==> config.mk <==
export PLATFORM = sky130hd
export DESIGN_NAME = positional_list_engine
export DESIGN_NICKNAME = d
export VERILOG_FILES = /design/src/rtl/core/ple_pkg.sv /design/src/rtl/core/positional_list_engine.sv /design/src/rtl/core/ple_ram.sv /design/src/rtl/core/ple_ctrl.sv /design/src/rtl/core/ple_dpath.sv
export SDC_FILE = /design/constraint.sdc
export NUM_CORES = 2
export LEC_CHECK = 0
export BUFFER_PORTS_ARGS = -buffer_cell sky130_fd_sc_hd__buf_2
export CORE_MARGIN = 4
export CORE_UTILIZATION = 61
export CTS_CLUSTER_SIZE = 40
export DETAILED_ROUTE_END_ITERATION = 10
export PLACE_DENSITY_LB_ADDON = 0.05
export RECOVER_POWER = 100
export SLEW_MARGIN = 20
export SYNTH_ARGS = -nofsm -noshare
export SYNTH_HDL_FRONTEND = slang
export SYNTH_HIERARCHICAL = 1
export SYNTH_SLANG_ARGS = --single-unit
==> constraint.sdc <==
create_clock -name clk -period 8.3 [get_ports clk]
set_input_delay 0.415 -clock clk [delete_from_list [all_inputs] [get_ports clk]]
set_output_delay 0.415 -clock clk [all_outputs]
set_load 0.02 [all_outputs]
==> src/rtl/core/ple_pkg.sv <==
package ple_pkg;

  localparam int REQ_W  = 3;
  localparam int DATA_W = 32;
  localparam int POS_W  = 7;
  localparam int STAT_W = 3;

  localparam logic [REQ_W-1:0] REQ_INS_HEAD = 3'd0;
  localparam logic [REQ_W-1:0] REQ_INS_TAIL = 3'd1;
  localparam logic [REQ_W-1:0] REQ_INS_AT   = 3'd2;
  localparam logic [REQ_W-1:0] REQ_DEL_AT   = 3'd3;
  localparam logic [REQ_W-1:0] REQ_SEARCH   = 3'd4;
  localparam logic [REQ_W-1:0] REQ_RD_FWD   = 3'd5;
  localparam logic [REQ_W-1:0] REQ_RD_BWD   = 3'd6;
  localparam logic [REQ_W-1:0] REQ_COUNT    = 3'd7;

  localparam logic [STAT_W-1:0] ST_OK        = 3'd0;
  localparam logic [STAT_W-1:0] ST_EMPTY     = 3'd1;
  localparam logic [STAT_W-1:0] ST_RANGE     = 3'd2;
  localparam logic [STAT_W-1:0] ST_FULL      = 3'd3;
  localparam logic [STAT_W-1:0] ST_NOT_FOUND = 3'd4;

  localparam logic [1:0] OSEL_RES  = 2'd0;
  localparam logic [1:0] OSEL_ELEM = 2'd1;
  localparam logic [1:0] OSEL_PEND = 2'd2;

  typedef struct packed {
    logic [REQ_W-1:0]         req_type;
    logic signed [DATA_W-1:0] item_value;
    logic [POS_W-1:0]         list_position;
  } req_t;

  typedef struct packed {
    logic [STAT_W-1:0]        status;
    logic signed [DATA_W-1:0] out_value;
    logic [POS_W-1:0]         out_position;
    logic [POS_W-1:0]         element_total;
    logic                     last_of_run;
  } rsp_t;

  typedef struct packed {
    logic              take;
    logic              clear;
    logic              load_head;
    logic              adv_fwd;
    logic              adv_bwd;
    logic              idx_inc;
    logic              idx_dec;
    logic              idx_to_count;
    logic              wr_single;
    logic              wr_ins1;
    logic              wr_ins2;
    logic              wr_del;
    logic              pend_set;
    logic              out_load;
    logic [1:0]        out_sel;
    logic [STAT_W-1:0] out_status;
    logic              out_last;
  } ctl_cmd_t;

  typedef struct packed {
    logic [REQ_W-1:0] req;
    logic             clr_last;
    logic             empty;
    logic             ins_bad;
    logic             ins_full;
    logic             ins_to_head;
    logic             ins_at_end;
    logic             del_bad;
    logic             del_first;
    logic             walk_last;
    logic             idx_is_one;
    logic             idx_is_count;
    logic             match;
    logic             pend_valid;
    logic             out_free;
  } ctl_stat_t;

endpackage

==> src/rtl/core/positional_list_engine.sv <==
// Steps: insert at head or tail and delete at position 1 link the slot with no walk;
// insert or delete at position p first walks p-1 links, one list link per cycle;
// read-out and search walk all elements, one per cycle unless a stalled result holds them.
// Throughput: one request at a time; read-out gives one result per cycle unless stalled.
// The link walk through the registered-read slot memories sets each request's length.
// Reset (rst, synchronous): empties the list, then sweeps all LIST_CAPACITY slots of the
// free-slot pool, during which no request is accepted.
module positional_list_engine #(
  parameter int LIST_CAPACITY = 64,
  parameter int VALUE_BITS    = 32
) (
  input  logic          clk,
  input  logic          rst,
  input  logic          req_valid,
  output logic          req_stall,
  input  ple_pkg::req_t req_data,
  output logic          rsp_valid,
  input  logic          rsp_stall,
  output ple_pkg::rsp_t rsp_data
);

  ple_pkg::ctl_cmd_t  cmd;
  ple_pkg::ctl_stat_t st;

  ple_ctrl u_ctrl (
    .clk       (clk),
    .rst       (rst),
    .req_valid (req_valid),
    .req_stall (req_stall),
    .st        (st),
    .cmd       (cmd)
  );

  ple_dpath #(
    .LIST_CAPACITY (LIST_CAPACITY),
    .VALUE_BITS    (VALUE_BITS)
  ) u_dpath (
    .clk       (clk),
    .rst       (rst),
    .req_data  (req_data),
    .cmd       (cmd),
    .st        (st),
    .rsp_valid (rsp_valid),
    .rsp_stall (rsp_stall),
    .rsp_data  (rsp_data)
  );

endmodule

==> src/rtl/core/ple_ram.sv <==
module ple_ram #(
  parameter int WIDTH = 8,
  parameter int DEPTH = 64
) (
  input  logic                     clk,
  input  logic                     we,
  input  logic [$clog2(DEPTH)-1:0] waddr,
  input  logic [WIDTH-1:0]         wdata,
  input  logic [$clog2(DEPTH)-1:0] raddr,
  output logic [WIDTH-1:0]         rdata
);

  logic [WIDTH-1:0] mem [DEPTH];

  always_ff @(posedge clk) begin
    if (we) begin
      mem[waddr] <= wdata;
    end
    rdata <= mem[raddr];
  end

endmodule

==> src/rtl/core/ple_ctrl.sv <==
module ple_ctrl (
  input  logic              clk,
  input  logic              rst,
  input  logic              req_valid,
  output logic              req_stall,
  input  ple_pkg::ctl_stat_t st,
  output ple_pkg::ctl_cmd_t  cmd
);

  localparam logic [3:0] S_CLEAR  = 4'd0;
  localparam logic [3:0] S_IDLE   = 4'd1;
  localparam logic [3:0] S_HEAD   = 4'd2;
  localparam logic [3:0] S_DECIDE = 4'd3;
  localparam logic [3:0] S_WALK   = 4'd4;
  localparam logic [3:0] S_INS1   = 4'd5;
  localparam logic [3:0] S_INS2   = 4'd6;
  localparam logic [3:0] S_DEL    = 4'd7;
  localparam logic [3:0] S_SCAN   = 4'd8;
  localparam logic [3:0] S_SFIN   = 4'd9;
  localparam logic [3:0] S_EMIT   = 4'd10;

  logic [3:0]                  state, state_next;
  logic [ple_pkg::STAT_W-1:0]  code, code_next;
  logic                        back, scan_last;

  assign req_stall = (state != S_IDLE);
  assign back      = (st.req == ple_pkg::REQ_RD_BWD);
  assign scan_last = back ? st.idx_is_one : st.idx_is_count;

  always_ff @(posedge clk) begin
    if (rst) begin
      state <= S_CLEAR;
      code  <= ple_pkg::ST_OK;
    end else begin
      state <= state_next;
      code  <= code_next;
    end
  end

  always_comb begin
    cmd        = '0;
    state_next = state;
    code_next  = code;
    unique case (state)
      S_CLEAR: begin
        cmd.clear = 1'b1;
        if (st.clr_last) state_next = S_IDLE;
      end
      S_IDLE: begin
        if (req_valid) begin
          cmd.take   = 1'b1;
          state_next = S_HEAD;
        end
      end
      S_HEAD: begin
        cmd.load_head = 1'b1;
        state_next    = S_DECIDE;
      end
      S_DECIDE: begin
        code_next  = ple_pkg::ST_OK;
        state_next = S_EMIT;
        unique case (st.req) inside
          ple_pkg::REQ_INS_HEAD, ple_pkg::REQ_INS_TAIL, ple_pkg::REQ_INS_AT: begin
            if (st.ins_bad) begin
              code_next = ple_pkg::ST_RANGE;
            end else if (st.ins_full) begin
              code_next = ple_pkg::ST_FULL;
            end else if (st.empty) begin
              cmd.wr_single = 1'b1;
            end else if (st.ins_to_head || st.ins_at_end) begin
              state_next = S_INS1;
            end else begin
              state_next = S_WALK;
            end
          end
          ple_pkg::REQ_DEL_AT: begin
            if (st.empty) begin
              code_next = ple_pkg::ST_EMPTY;
            end else if (st.del_bad) begin
              code_next = ple_pkg::ST_RANGE;
            end else if (st.del_first) begin
              state_next = S_DEL;
            end else begin
              state_next = S_WALK;
            end
          end
          ple_pkg::REQ_SEARCH, ple_pkg::REQ_RD_FWD, ple_pkg::REQ_RD_BWD: begin
            if (st.empty) begin
              code_next = ple_pkg::ST_EMPTY;
            end else begin
              state_next = S_SCAN;
              if (back) begin
                cmd.adv_bwd      = 1'b1;
                cmd.idx_to_count = 1'b1;
              end
            end
          end
          default: begin
            state_next = S_EMIT;
          end
        endcase
      end
      S_WALK: begin
        cmd.adv_fwd = 1'b1;
        cmd.idx_inc = 1'b1;
        if (st.walk_last) begin
          state_next = (st.req == ple_pkg::REQ_DEL_AT) ? S_DEL : S_INS1;
        end
      end
      S_INS1: begin
        cmd.wr_ins1 = 1'b1;
        state_next  = S_INS2;
      end
      S_INS2: begin
        cmd.wr_ins2 = 1'b1;
        state_next  = S_EMIT;
      end
      S_DEL: begin
        cmd.wr_del = 1'b1;
        state_next = S_EMIT;
      end
      S_SCAN: begin
        if (st.req == ple_pkg::REQ_SEARCH) begin
          if (!(st.match && st.pend_valid && !st.out_free)) begin
            cmd.adv_fwd = 1'b1;
            cmd.idx_inc = 1'b1;
            if (st.match) begin
              cmd.pend_set = 1'b1;
              if (st.pend_valid) begin
                cmd.out_load   = 1'b1;
                cmd.out_sel    = ple_pkg::OSEL_PEND;
                cmd.out_status = ple_pkg::ST_OK;
              end
            end
            if (st.idx_is_count) state_next = S_SFIN;
          end
        end else if (st.out_free) begin
          cmd.out_load   = 1'b1;
          cmd.out_sel    = ple_pkg::OSEL_ELEM;
          cmd.out_status = ple_pkg::ST_OK;
          cmd.out_last   = scan_last;
          if (back) begin
            cmd.adv_bwd = 1'b1;
            cmd.idx_dec = 1'b1;
          end else begin
            cmd.adv_fwd = 1'b1;
            cmd.idx_inc = 1'b1;
          end
          if (scan_last) state_next = S_IDLE;
        end
      end
      S_SFIN: begin
        if (st.out_free) begin
          cmd.out_load = 1'b1;
          cmd.out_last = 1'b1;
          if (st.pend_valid) begin
            cmd.out_sel    = ple_pkg::OSEL_PEND;
            cmd.out_status = ple_pkg::ST_OK;
          end else begin
            cmd.out_sel    = ple_pkg::OSEL_RES;
            cmd.out_status = ple_pkg::ST_NOT_FOUND;
          end
          state_next = S_IDLE;
        end
      end
      S_EMIT: begin
        if (st.out_free) begin
          cmd.out_load   = 1'b1;
          cmd.out_sel    = ple_pkg::OSEL_RES;
          cmd.out_status = code;
          cmd.out_last   = 1'b1;
          state_next     = S_IDLE;
        end
      end
      default: begin
        state_next = S_IDLE;
      end
    endcase
  end

endmodule

==> src/rtl/core/ple_dpath.sv <==
module ple_dpath #(
  parameter int LIST_CAPACITY = 64,
  parameter int VALUE_BITS    = 32
) (
  input  logic               clk,
  input  logic               rst,
  input  ple_pkg::req_t      req_data,
  input  ple_pkg::ctl_cmd_t  cmd,
  output ple_pkg::ctl_stat_t st,
  output logic               rsp_valid,
  input  logic               rsp_stall,
  output ple_pkg::rsp_t      rsp_data
);

  localparam int SW = $clog2(LIST_CAPACITY);
  localparam int CW = $clog2(LIST_CAPACITY + 1);
  localparam int EW = ((CW > ple_pkg::POS_W) ? CW : ple_pkg::POS_W) + 1;
  localparam int DW = ple_pkg::DATA_W;

  logic [ple_pkg::REQ_W-1:0] req_q;
  logic [VALUE_BITS-1:0]     key, key_in;
  logic [ple_pkg::POS_W-1:0] pos_q;
  logic [CW-1:0]             count;
  logic [SW-1:0]             head, cur, cur_next, clr_idx, ns;
  logic [CW-1:0]             idx, pend_pos;
  logic                      pend_valid;
  logic [DW-1:0]             res_val, elem_out, key_out;
  logic [ple_pkg::POS_W-1:0] res_pos;

  logic [VALUE_BITS-1:0] val_q;
  logic [SW-1:0]         fwd_q, bwd_q, pool_q;

  logic                  val_we, fwd_we, bwd_we, pool_we;
  logic [SW-1:0]         fwd_wa, fwd_wd, bwd_wa, bwd_wd, pool_wa, pool_wd;

  logic [EW-1:0] count_x, pos_x, idx_x, pend_x, ins_p;
  logic          out_free, count_gt1;

  generate
    if (VALUE_BITS > DW) begin : g_wide
      assign key_in   = {{(VALUE_BITS - DW){req_data.item_value[DW-1]}}, req_data.item_value};
      assign elem_out = val_q[DW-1:0];
      assign key_out  = key[DW-1:0];
    end else if (VALUE_BITS == DW) begin : g_same
      assign key_in   = req_data.item_value;
      assign elem_out = val_q;
      assign key_out  = key;
    end else begin : g_narrow
      assign key_in   = req_data.item_value[VALUE_BITS-1:0];
      assign elem_out = {{(DW - VALUE_BITS){1'b0}}, val_q};
      assign key_out  = {{(DW - VALUE_BITS){1'b0}}, key};
    end
  endgenerate

  assign count_x   = EW'(count);
  assign pos_x     = EW'(pos_q);
  assign idx_x     = EW'(idx);
  assign pend_x    = EW'(pend_pos);
  assign ns        = pool_q;
  assign out_free  = !rsp_valid || !rsp_stall;
  assign count_gt1 = count_x > EW'(1);

  always_comb begin
    case (req_q)
      ple_pkg::REQ_INS_HEAD: ins_p = EW'(1);
      ple_pkg::REQ_INS_TAIL: ins_p = count_x + EW'(1);
      default:               ins_p = pos_x;
    endcase
  end

  always_comb begin
    st.req          = req_q;
    st.clr_last     = (clr_idx == SW'(LIST_CAPACITY - 1));
    st.empty        = (count_x == '0);
    st.ins_bad      = (ins_p == '0) || (ins_p > count_x + EW'(1));
    st.ins_full     = (count_x >= EW'(LIST_CAPACITY));
    st.ins_to_head  = (ins_p == EW'(1));
    st.ins_at_end   = (ins_p > count_x);
    st.del_bad      = (pos_x == '0) || (pos_x > count_x);
    st.del_first    = (pos_x == EW'(1));
    st.walk_last    = (idx_x + EW'(1) == pos_x);
    st.idx_is_one   = (idx_x == EW'(1));
    st.idx_is_count = (idx_x == count_x);
    st.match        = (val_q == key);
    st.pend_valid   = pend_valid;
    st.out_free     = out_free;
  end

  always_comb begin
    cur_next = cur;
    if (cmd.load_head) begin
      cur_next = head;
    end else if (cmd.adv_fwd) begin
      cur_next = fwd_q;
    end else if (cmd.adv_bwd) begin
      cur_next = bwd_q;
    end
  end

  always_comb begin
    val_we  = cmd.wr_single || cmd.wr_ins1;
    fwd_we  = 1'b0;
    fwd_wa  = ns;
    fwd_wd  = ns;
    bwd_we  = 1'b0;
    bwd_wa  = ns;
    bwd_wd  = ns;
    pool_we = 1'b0;
    pool_wa = clr_idx;
    pool_wd = clr_idx;
    if (cmd.wr_single) begin
      fwd_we = 1'b1;
      bwd_we = 1'b1;
    end
    if (cmd.wr_ins1) begin
      fwd_we = 1'b1;
      fwd_wd = cur;
      bwd_we = 1'b1;
      bwd_wd = bwd_q;
    end
    if (cmd.wr_ins2) begin
      fwd_we = 1'b1;
      fwd_wa = bwd_q;
      bwd_we = 1'b1;
      bwd_wa = cur;
    end
    if (cmd.wr_del) begin
      fwd_we  = count_gt1;
      fwd_wa  = bwd_q;
      fwd_wd  = fwd_q;
      bwd_we  = count_gt1;
      bwd_wa  = fwd_q;
      bwd_wd  = bwd_q;
      pool_we = 1'b1;
      pool_wa = SW'(count - CW'(1));
      pool_wd = cur;
    end
    if (cmd.clear) begin
      pool_we = 1'b1;
    end
  end

  ple_ram #(.WIDTH(VALUE_BITS), .DEPTH(LIST_CAPACITY)) u_val (
    .clk   (clk),
    .we    (val_we),
    .waddr (ns),
    .wdata (key),
    .raddr (cur_next),
    .rdata (val_q)
  );

  ple_ram #(.WIDTH(SW), .DEPTH(LIST_CAPACITY)) u_fwd (
    .clk   (clk),
    .we    (fwd_we),
    .waddr (fwd_wa),
    .wdata (fwd_wd),
    .raddr (cur_next),
    .rdata (fwd_q)
  );

  ple_ram #(.WIDTH(SW), .DEPTH(LIST_CAPACITY)) u_bwd (
    .clk   (clk),
    .we    (bwd_we),
    .waddr (bwd_wa),
    .wdata (bwd_wd),
    .raddr (cur_next),
    .rdata (bwd_q)
  );

  ple_ram #(.WIDTH(SW), .DEPTH(LIST_CAPACITY)) u_pool (
    .clk   (clk),
    .we    (pool_we),
    .waddr (pool_wa),
    .wdata (pool_wd),
    .raddr (count[SW-1:0]),
    .rdata (pool_q)
  );

  always_ff @(posedge clk) begin
    if (rst) begin
      count      <= '0;
      head       <= '0;
      clr_idx    <= '0;
      pend_valid <= 1'b0;
      rsp_valid  <= 1'b0;
      req_q      <= ple_pkg::REQ_COUNT;
    end else begin
      if (cmd.clear) clr_idx <= clr_idx + SW'(1);
      if (cmd.take) begin
        req_q      <= req_data.req_type;
        pend_valid <= 1'b0;
      end
      if (cmd.pend_set) pend_valid <= 1'b1;
      if (cmd.wr_single || cmd.wr_ins2) begin
        count <= count + CW'(1);
      end else if (cmd.wr_del) begin
        count <= count - CW'(1);
      end
      if (cmd.wr_single || (cmd.wr_ins2 && st.ins_to_head)) begin
        head <= ns;
      end else if (cmd.wr_del && count_gt1 && st.del_first) begin
        head <= fwd_q;
      end
      if (cmd.out_load) begin
        rsp_valid <= 1'b1;
      end else if (!rsp_stall) begin
        rsp_valid <= 1'b0;
      end
    end
  end

  always_ff @(posedge clk) begin
    cur <= cur_next;
    if (cmd.take) begin
      key     <= key_in;
      pos_q   <= req_data.list_position;
      res_val <= '0;
      res_pos <= '0;
    end
    if (cmd.wr_del) begin
      res_val <= elem_out;
      res_pos <= pos_q;
    end
    if (cmd.load_head) begin
      idx <= CW'(1);
    end else if (cmd.idx_to_count) begin
      idx <= count;
    end else if (cmd.idx_inc) begin
      idx <= idx + CW'(1);
    end else if (cmd.idx_dec) begin
      idx <= idx - CW'(1);
    end
    if (cmd.pend_set) pend_pos <= idx;
    if (cmd.out_load) begin
      rsp_data.status        <= cmd.out_status;
      rsp_data.element_total <= count_x[ple_pkg::POS_W-1:0];
      rsp_data.last_of_run   <= cmd.out_last;
      case (cmd.out_sel)
        ple_pkg::OSEL_ELEM: begin
          rsp_data.out_value    <= elem_out;
          rsp_data.out_position <= idx_x[ple_pkg::POS_W-1:0];
        end
        ple_pkg::OSEL_PEND: begin
          rsp_data.out_value    <= key_out;
          rsp_data.out_position <= pend_x[ple_pkg::POS_W-1:0];
        end
        default: begin
          rsp_data.out_value    <= res_val;
          rsp_data.out_position <= res_pos;
        end
      endcase
    end
  end

  a_count_bound: assert property (@(posedge clk) disable iff (rst)
    count_x <= EW'(LIST_CAPACITY))
    else $error("element count above capacity");

  a_link_order: assert property (@(posedge clk) disable iff (rst)
    cmd.wr_ins2 |-> $past(cmd.wr_ins1))
    else $error("second link write without the first");

  a_count_step: assert property (@(posedge clk) disable iff (rst)
    (count != $past(count)) |->
      (count_x == EW'($past(count)) + EW'(1) || count_x + EW'(1) == EW'($past(count))))
    else $error("element count moved by more than one");

  a_no_overwrite: assert property (@(posedge clk) disable iff (rst)
    cmd.out_load |-> out_free)
    else $error("result register loaded while a stalled result waits");

endmodule

* Yosys cells after proc, flatten, opt, wreduce, memory -nomap -nowiden
Memory sizes are Yosys's and may differ from the RTL's. A register that Yosys moved wholly into a read port is not among the register bits.
Index checks and enable logic that the tools add are counted.
** Cells by class
- Add/subtract/negate cells :: 7
- $mul :: 0
- Divide/modulo/power cells :: 0
- $lt $le $gt $ge :: 5
- Eq/ne operators :: 35
- Shift operators :: 0
- Mux-type cells :: 107
- Bitwise gates (word level) :: 0
- Reductions and logical operators :: 30
** Operators by type and width (number)
- $mux W6 :: 17
- $mux W7 :: 12
- $pmux W39 S2 :: 1
- $mux W32 :: 2
- $mux W4 :: 15
- $mux W1 :: 43
- $pmux W4 S9 :: 1
- $eq A32 B32 Y1 :: 1
- $logic_not A8 Y1 :: 3
- $pmux W7 S3 :: 1
- $add A7 B1 Y8 const B :: 2
- $eq A4 B3 Y1 const B :: 4
- $pmux W8 S2 :: 1
- $add A7 B1 Y7 const B :: 2
- $eq A7 B1 Y1 const B :: 2
- $sub A7 B1 Y7 const B :: 2
- $eq A4 B4 Y1 const B :: 3
- $mux W2 :: 6
- $pmux W4 S3 :: 1
- $eq A3 B3 Y1 const B :: 3
- $pmux W3 S3 :: 1
- $eq A4 B2 Y1 const B :: 2
- $eq A8 B1 Y1 const B :: 1
- $eq A8 B7 Y1 :: 1
- 32 further kinds :: 57
** Storage, ports and cells
- Flip-flop bits (word level) :: 179
- Latch bits :: 0
- Memory bits (writable) :: 3200
- ROM bits :: 0
- Bits of input ports :: 46
- Output and inout port bits :: 52
- Word-level logic and storage cells :: 208
- Memories kept :: 4
** Memories
- u_dpath.u_val.mem :: depth 64, bits a word 32, rd ports 1, clocked after memory_dff 1, write ports 1, RTL line ple_ram.sv:13 : logic [WIDTH-1:0] mem [DEPTH];
- u_dpath.u_bwd.mem :: depth 64, bits a word 6, rd ports 1, clocked after memory_dff 1, write ports 1, RTL line ple_ram.sv:13
- u_dpath.u_fwd.mem :: depth 64, bits a word 6, rd ports 1, clocked after memory_dff 1, write ports 1, RTL line ple_ram.sv:13
- u_dpath.u_pool.mem :: depth 64, bits a word 6, rd ports 1, clocked after memory_dff 1, write ports 1, RTL line ple_ram.sv:13

* Longest topological paths before layout
- Depth in word-level cells :: 13
- Gate-level depth with buffers :: 22
- Gate-level depth less buffers :: 20

* By module
Netlist, hierarchy kept.
** By module, submodules not included
- ple_ram at u_dpath.u_val :: instances 1, cells an instance 3324, area an instance 78515.3 sq um, sequential area each 62139.6 sq um
- ple_ram at u_dpath.u_fwd ... :: instances 2, cells an instance 720, area an instance 15225.9 sq um, sequential area each 11651.2 sq um
- ple_ram at u_dpath.u_bwd :: instances 1, cells an instance 729, area an instance 15205.8 sq um, sequential area each 11651.2 sq um
- ple_dpath :: instances 1, cells an instance 843, area an instance 9080.0 sq um, sequential area each 4794.6 sq um
- ple_ctrl :: instances 1, cells an instance 113, area an instance 792.0 sq um, sequential area each 120.1 sq um

* Worst setup path before layout
Ideal clock, no wire load.
- Path type :: register to register
- From :: reg u_dpath.count[0]
- To :: mem u_dpath/u_val/mem[48][0] (netlist name) (enable)
- Setup time :: 0.461 ns
- Arrival time :: 6.010 ns
- Required time :: 7.839 ns
- Path slack :: 1.829 ns
- Cell stages (with the launch flop) :: 19
- Path buffers :: 1
- Period minus slack after synthesis :: 6.471 ns
- Cells stage by stage :: dfxtp_1 -> ha_1 -> nand3_1 -> or3_1 -> and2_1 -> o21ai_0 -> ha_1 -> a21o_1 -> a21oi_1 -> a21oi_1 -> a22o_1 -> nor2_1 -> nand2_1 -> nor4_1 -> clkbuf_1 -> or2_2 -> nor2b_1 -> nand4b_1 -> nor3_1
** RTL lines
- start, declared :: RTL line ple_dpath.sv:23 : logic [CW-1:0] count;
- start signal, assigned :: RTL line ple_dpath.sv:195 : count <= count + CW'(1);
- start signal, assigned :: RTL line ple_dpath.sv:197 : count <= count - CW'(1);
- end, declared :: RTL line ple_ram.sv:13

==> run metrics <==
status finished with violations; failing checks max-capacitance violations, max-slew violations; clock sinks 3428; RR Startpoint u_dpath/key[25]; CTS tree yes; Die H 477 µm; IO Port Bufs 97; core area 218000 µm²; crit share post-route 93.1%; Synth area leaders edfxtp_1 75%, mux4_2 14%, dfxtp_1 1.4%, nor2_1 1.2%, mux2i_1 1.1%; power density over the cells 334 nW/µm²; sequential share of power 41.3%; Non-Filler Instances 9948; final core utilization 68.7%; worst hold-check path type in2reg; measured slew at the worst slew-check pin 3.74 ns; top cells by count, synth 3335 x edfxtp_1, 821 x mux4_2, 425 x nor2_1, 174 x clkbuf_1, 167 x nand2_1; design area 150000 µm²; Synth Cell Area 134000 µm²; dominant synthesized flop cell edfxtp_1; DR vias/cell 6.81; Most Crowded Layer GR met2; synth-to-layout area growth 11.6%; M1 GR Usage 43.5%; dpl cells 9268; nets 6890; CTS Root Cell clkbuf_16; Synth cell types 90; Worst EP required 9.06 ns; FF-to-FF path depth 18; DR vias 67800; Max Clock Skew 0.0506 ns; Area after DPL 139000 µm²; Sw Pwr 15.4 mW; Post-synth EDFFs 3335; Int Pwr 34.6 mW; final setup TNS 0 ns; critical path data arrival time 8.48 ns; Clock power frac 30.2%; Post-CTS Hold Buffers 44; sequential-to-total area share from yosys stat 76.1%; chip width 477 µm; clock-pin slew of the registers on the worst-case setup and hold paths 0.06 ns; cells after synthesis 6449; largest net degree at the start of global routing 101; # rows 171; clk buf depth 4; Max H-tree Level 5; post_cts resized 0; Setup violations, final 0; DRC 0; CP endpoint kind flip-flop; fillcell total 13600; GR Util met3 4.71%; ys async rst share 0%; ANT nets after route 0; most instantiated library cell after synthesis edfxtp_1; Hold Path Origin req_valid; top-area cell type share of the netlist area 74.7%; Leakage 46.3 nW; number of setup buffers added after CTS 0; yosys warns 6; R2R setup slack 0.58 ns; Slew Limit Fails 3711; Final min period 7.72 ns; routed length per placed instance 33.5 µm; crit path kind reg2reg; CP Max Fanout 66; #FFs+latches synth 3428; f_max 129 MHz; RePlAce Congestion 0.857; final hold vios 0; syn_nets 6527; layout cells sized above 1 22.9%; RR Endpoint u_dpath/u_val/rdata[10]; first drt pass iteration count 8; switching share of power 30.8%; antenna violations before repair 9; GRT overflow 0; combinational share of power 28.5%; vias in the first global route 67200; synthesized area per cell 20.8 µm²; gr usage total 29.5%; Synth area leader edfxtp_1; max cap viols 71; worst setup path end u_dpath/u_val/rdata[10]; worst skew pair latency 0.96 ns; post-DP HPWL 199000 µm; first-pass GRT wire length 484000 µm; Initial Util 61.5%; grt met2 use 46.1%; RSZ-0062 raised after global routing no; peak supply drop 338 µV; total CTS buffers 352; startpoint types flip-flop; final wirelength 334000 µm; DR iter-0 viols 8244; Slew headroom -149%; # IOs 98; Die ar. 227000 µm²; CP Launch Point u_dpath/key[25]
[state kept, by name (all words and copies together), names as in the netlist, 7 cells and up]
name,count
u_dpath/count,7
u_dpath/idx,7
u_dpath/key,32
u_dpath/pend_pos,7
u_dpath/pos_q,7
u_dpath/res_pos,7
u_dpath/res_val,32
u_dpath/rsp_data,50
u_dpath/u_bwd/mem,384
u_dpath/u_fwd/mem,384
u_dpath/u_pool/mem,384
u_dpath/u_val/mem,2048
u_dpath/u_val/rdata,32
[worst max-delay path: stages (launching register included)]
cell and delay, ns:
edfxtp_1 0.34, buf_4 0.53, xor2_1 0.36, nor4_1 0.73, nand4_1 0.15, nor2_1 0.46
nand3b_1 0.19, a31oi_1 0.23, nor3_2 0.05, buf_4 0.25, nor2_1 0.12, a21oi_1 0.07
o21ai_4 0.74, buf_12 0.40, clkbuf_2 0.82, mux4_2 0.43, mux4_2 0.46, o22ai_1 0.83
nor2_1 0.21
[how the worst min path moves through the flow]
stage,endpoint,slack (ns),cells after the start
floorplan,u_dpath/pend_pos[3],0.41,0
global placement,u_ctrl/code[1],0.47,2
detailed placement,u_ctrl/code[1],0.48,2
CTS,u_ctrl/state[3],0.05,5
global route,u_ctrl/state[3],0.11,5
finish,u_ctrl/state[3],0.10,5
[stage by stage]
stage | hold WS (ns) | total power [mW] | worst slack, ns
CTS | 0.0454 | 50.2 | 0.873
global route | 0.110 | 51.6 | 0.244
floorplan | 0.406 | 30.1 | 1.83
global placement | 0.472 | 35.0 | 0.838
detailed placement | 0.482 | 35.2 | 0.952
finish | 0.102 | 49.9 | 0.576
[cells by family (layout without fill, tap and decap cells)]
family / Yosys count / in the layout / synth area share (%)
and+or+nand+nor: 936 / 936 / 3.30
buffers and inverters: 396 / 1030 / 1.49
other: 0 / 11 / 0
xor gates and xnor gates: 74 / 74 / 0.489
adders and majority gates: 32 / 32 / 0.299
AOI/OAI and AO/OA: 563 / 563 / 2.85
DFF: 3428 / 3428 / 76.1
muxes: 1020 / 1020 / 15.5
[placed cells by master, fill, tap and decap left out, types with 23 or more instances in the layout]
master	n
clkinv_2	51
o21ai_0	63
nor2_1	372
and2_0	30
a211oi_1	38
dlygate4sd3_1	44
dfxtp_1	91
inv_1	28
xor2_1	45
mux4_2	821
buf_2	29
a22oi_1	60
clkbuf_1	231
mux2i_1	144
edfxtp_1	3335
mux2_2	28
nor3_1	32
ha_1	32
clkinv_1	62
nor2_4	41
o22ai_1	114
nor2b_1	51
nand2_1	167
a21oi_1	110
nand3_1	51
clkbuf_16	361
buf_4	105
xnor2_1	28
o221ai_1	48
bufinv_16	23
clkbuf_2	39
[power by group through the flow]
stage / Clock, mW / Combinational, mW / Sequential (mW)
final: 15.1 / 14.2 / 20.6
after global routing: 16.1 / 14.9 / 20.6
after CTS: 15.3 / 14.4 / 20.5
after detailed placement: 0 / 14.3 / 20.9
after global placement: 0 / 14.1 / 20.9
after floorplan: 0 / 9.35 / 20.7
[layout make-up]
cell class | count | area, µm² | area share (%)
diodes | 11 | 27.5 | 0.0184
clock buffers | 466 | 9540 | 6.37
clock inverters | 159 | 1380 | 0.923
inverters | 29 | 109 | 0.0727
multi-input cells | 2625 | 30500 | 20.4
flip-flops and latches | 3428 | 102000 | 68.2
well taps | 2854 | 3570 | 2.39
repair buffers | 376 | 2510 | 1.68
[layer usage]
metal / up-vias / part of all wire, %
met5: - / 0
met2: 3615 / 48
li1: 27500 / -
met1: 36000 / 39
met3: 589 / 8.8
met4: 0 / 3.8
Note: power is estimated with default switching activity, not from simulation.
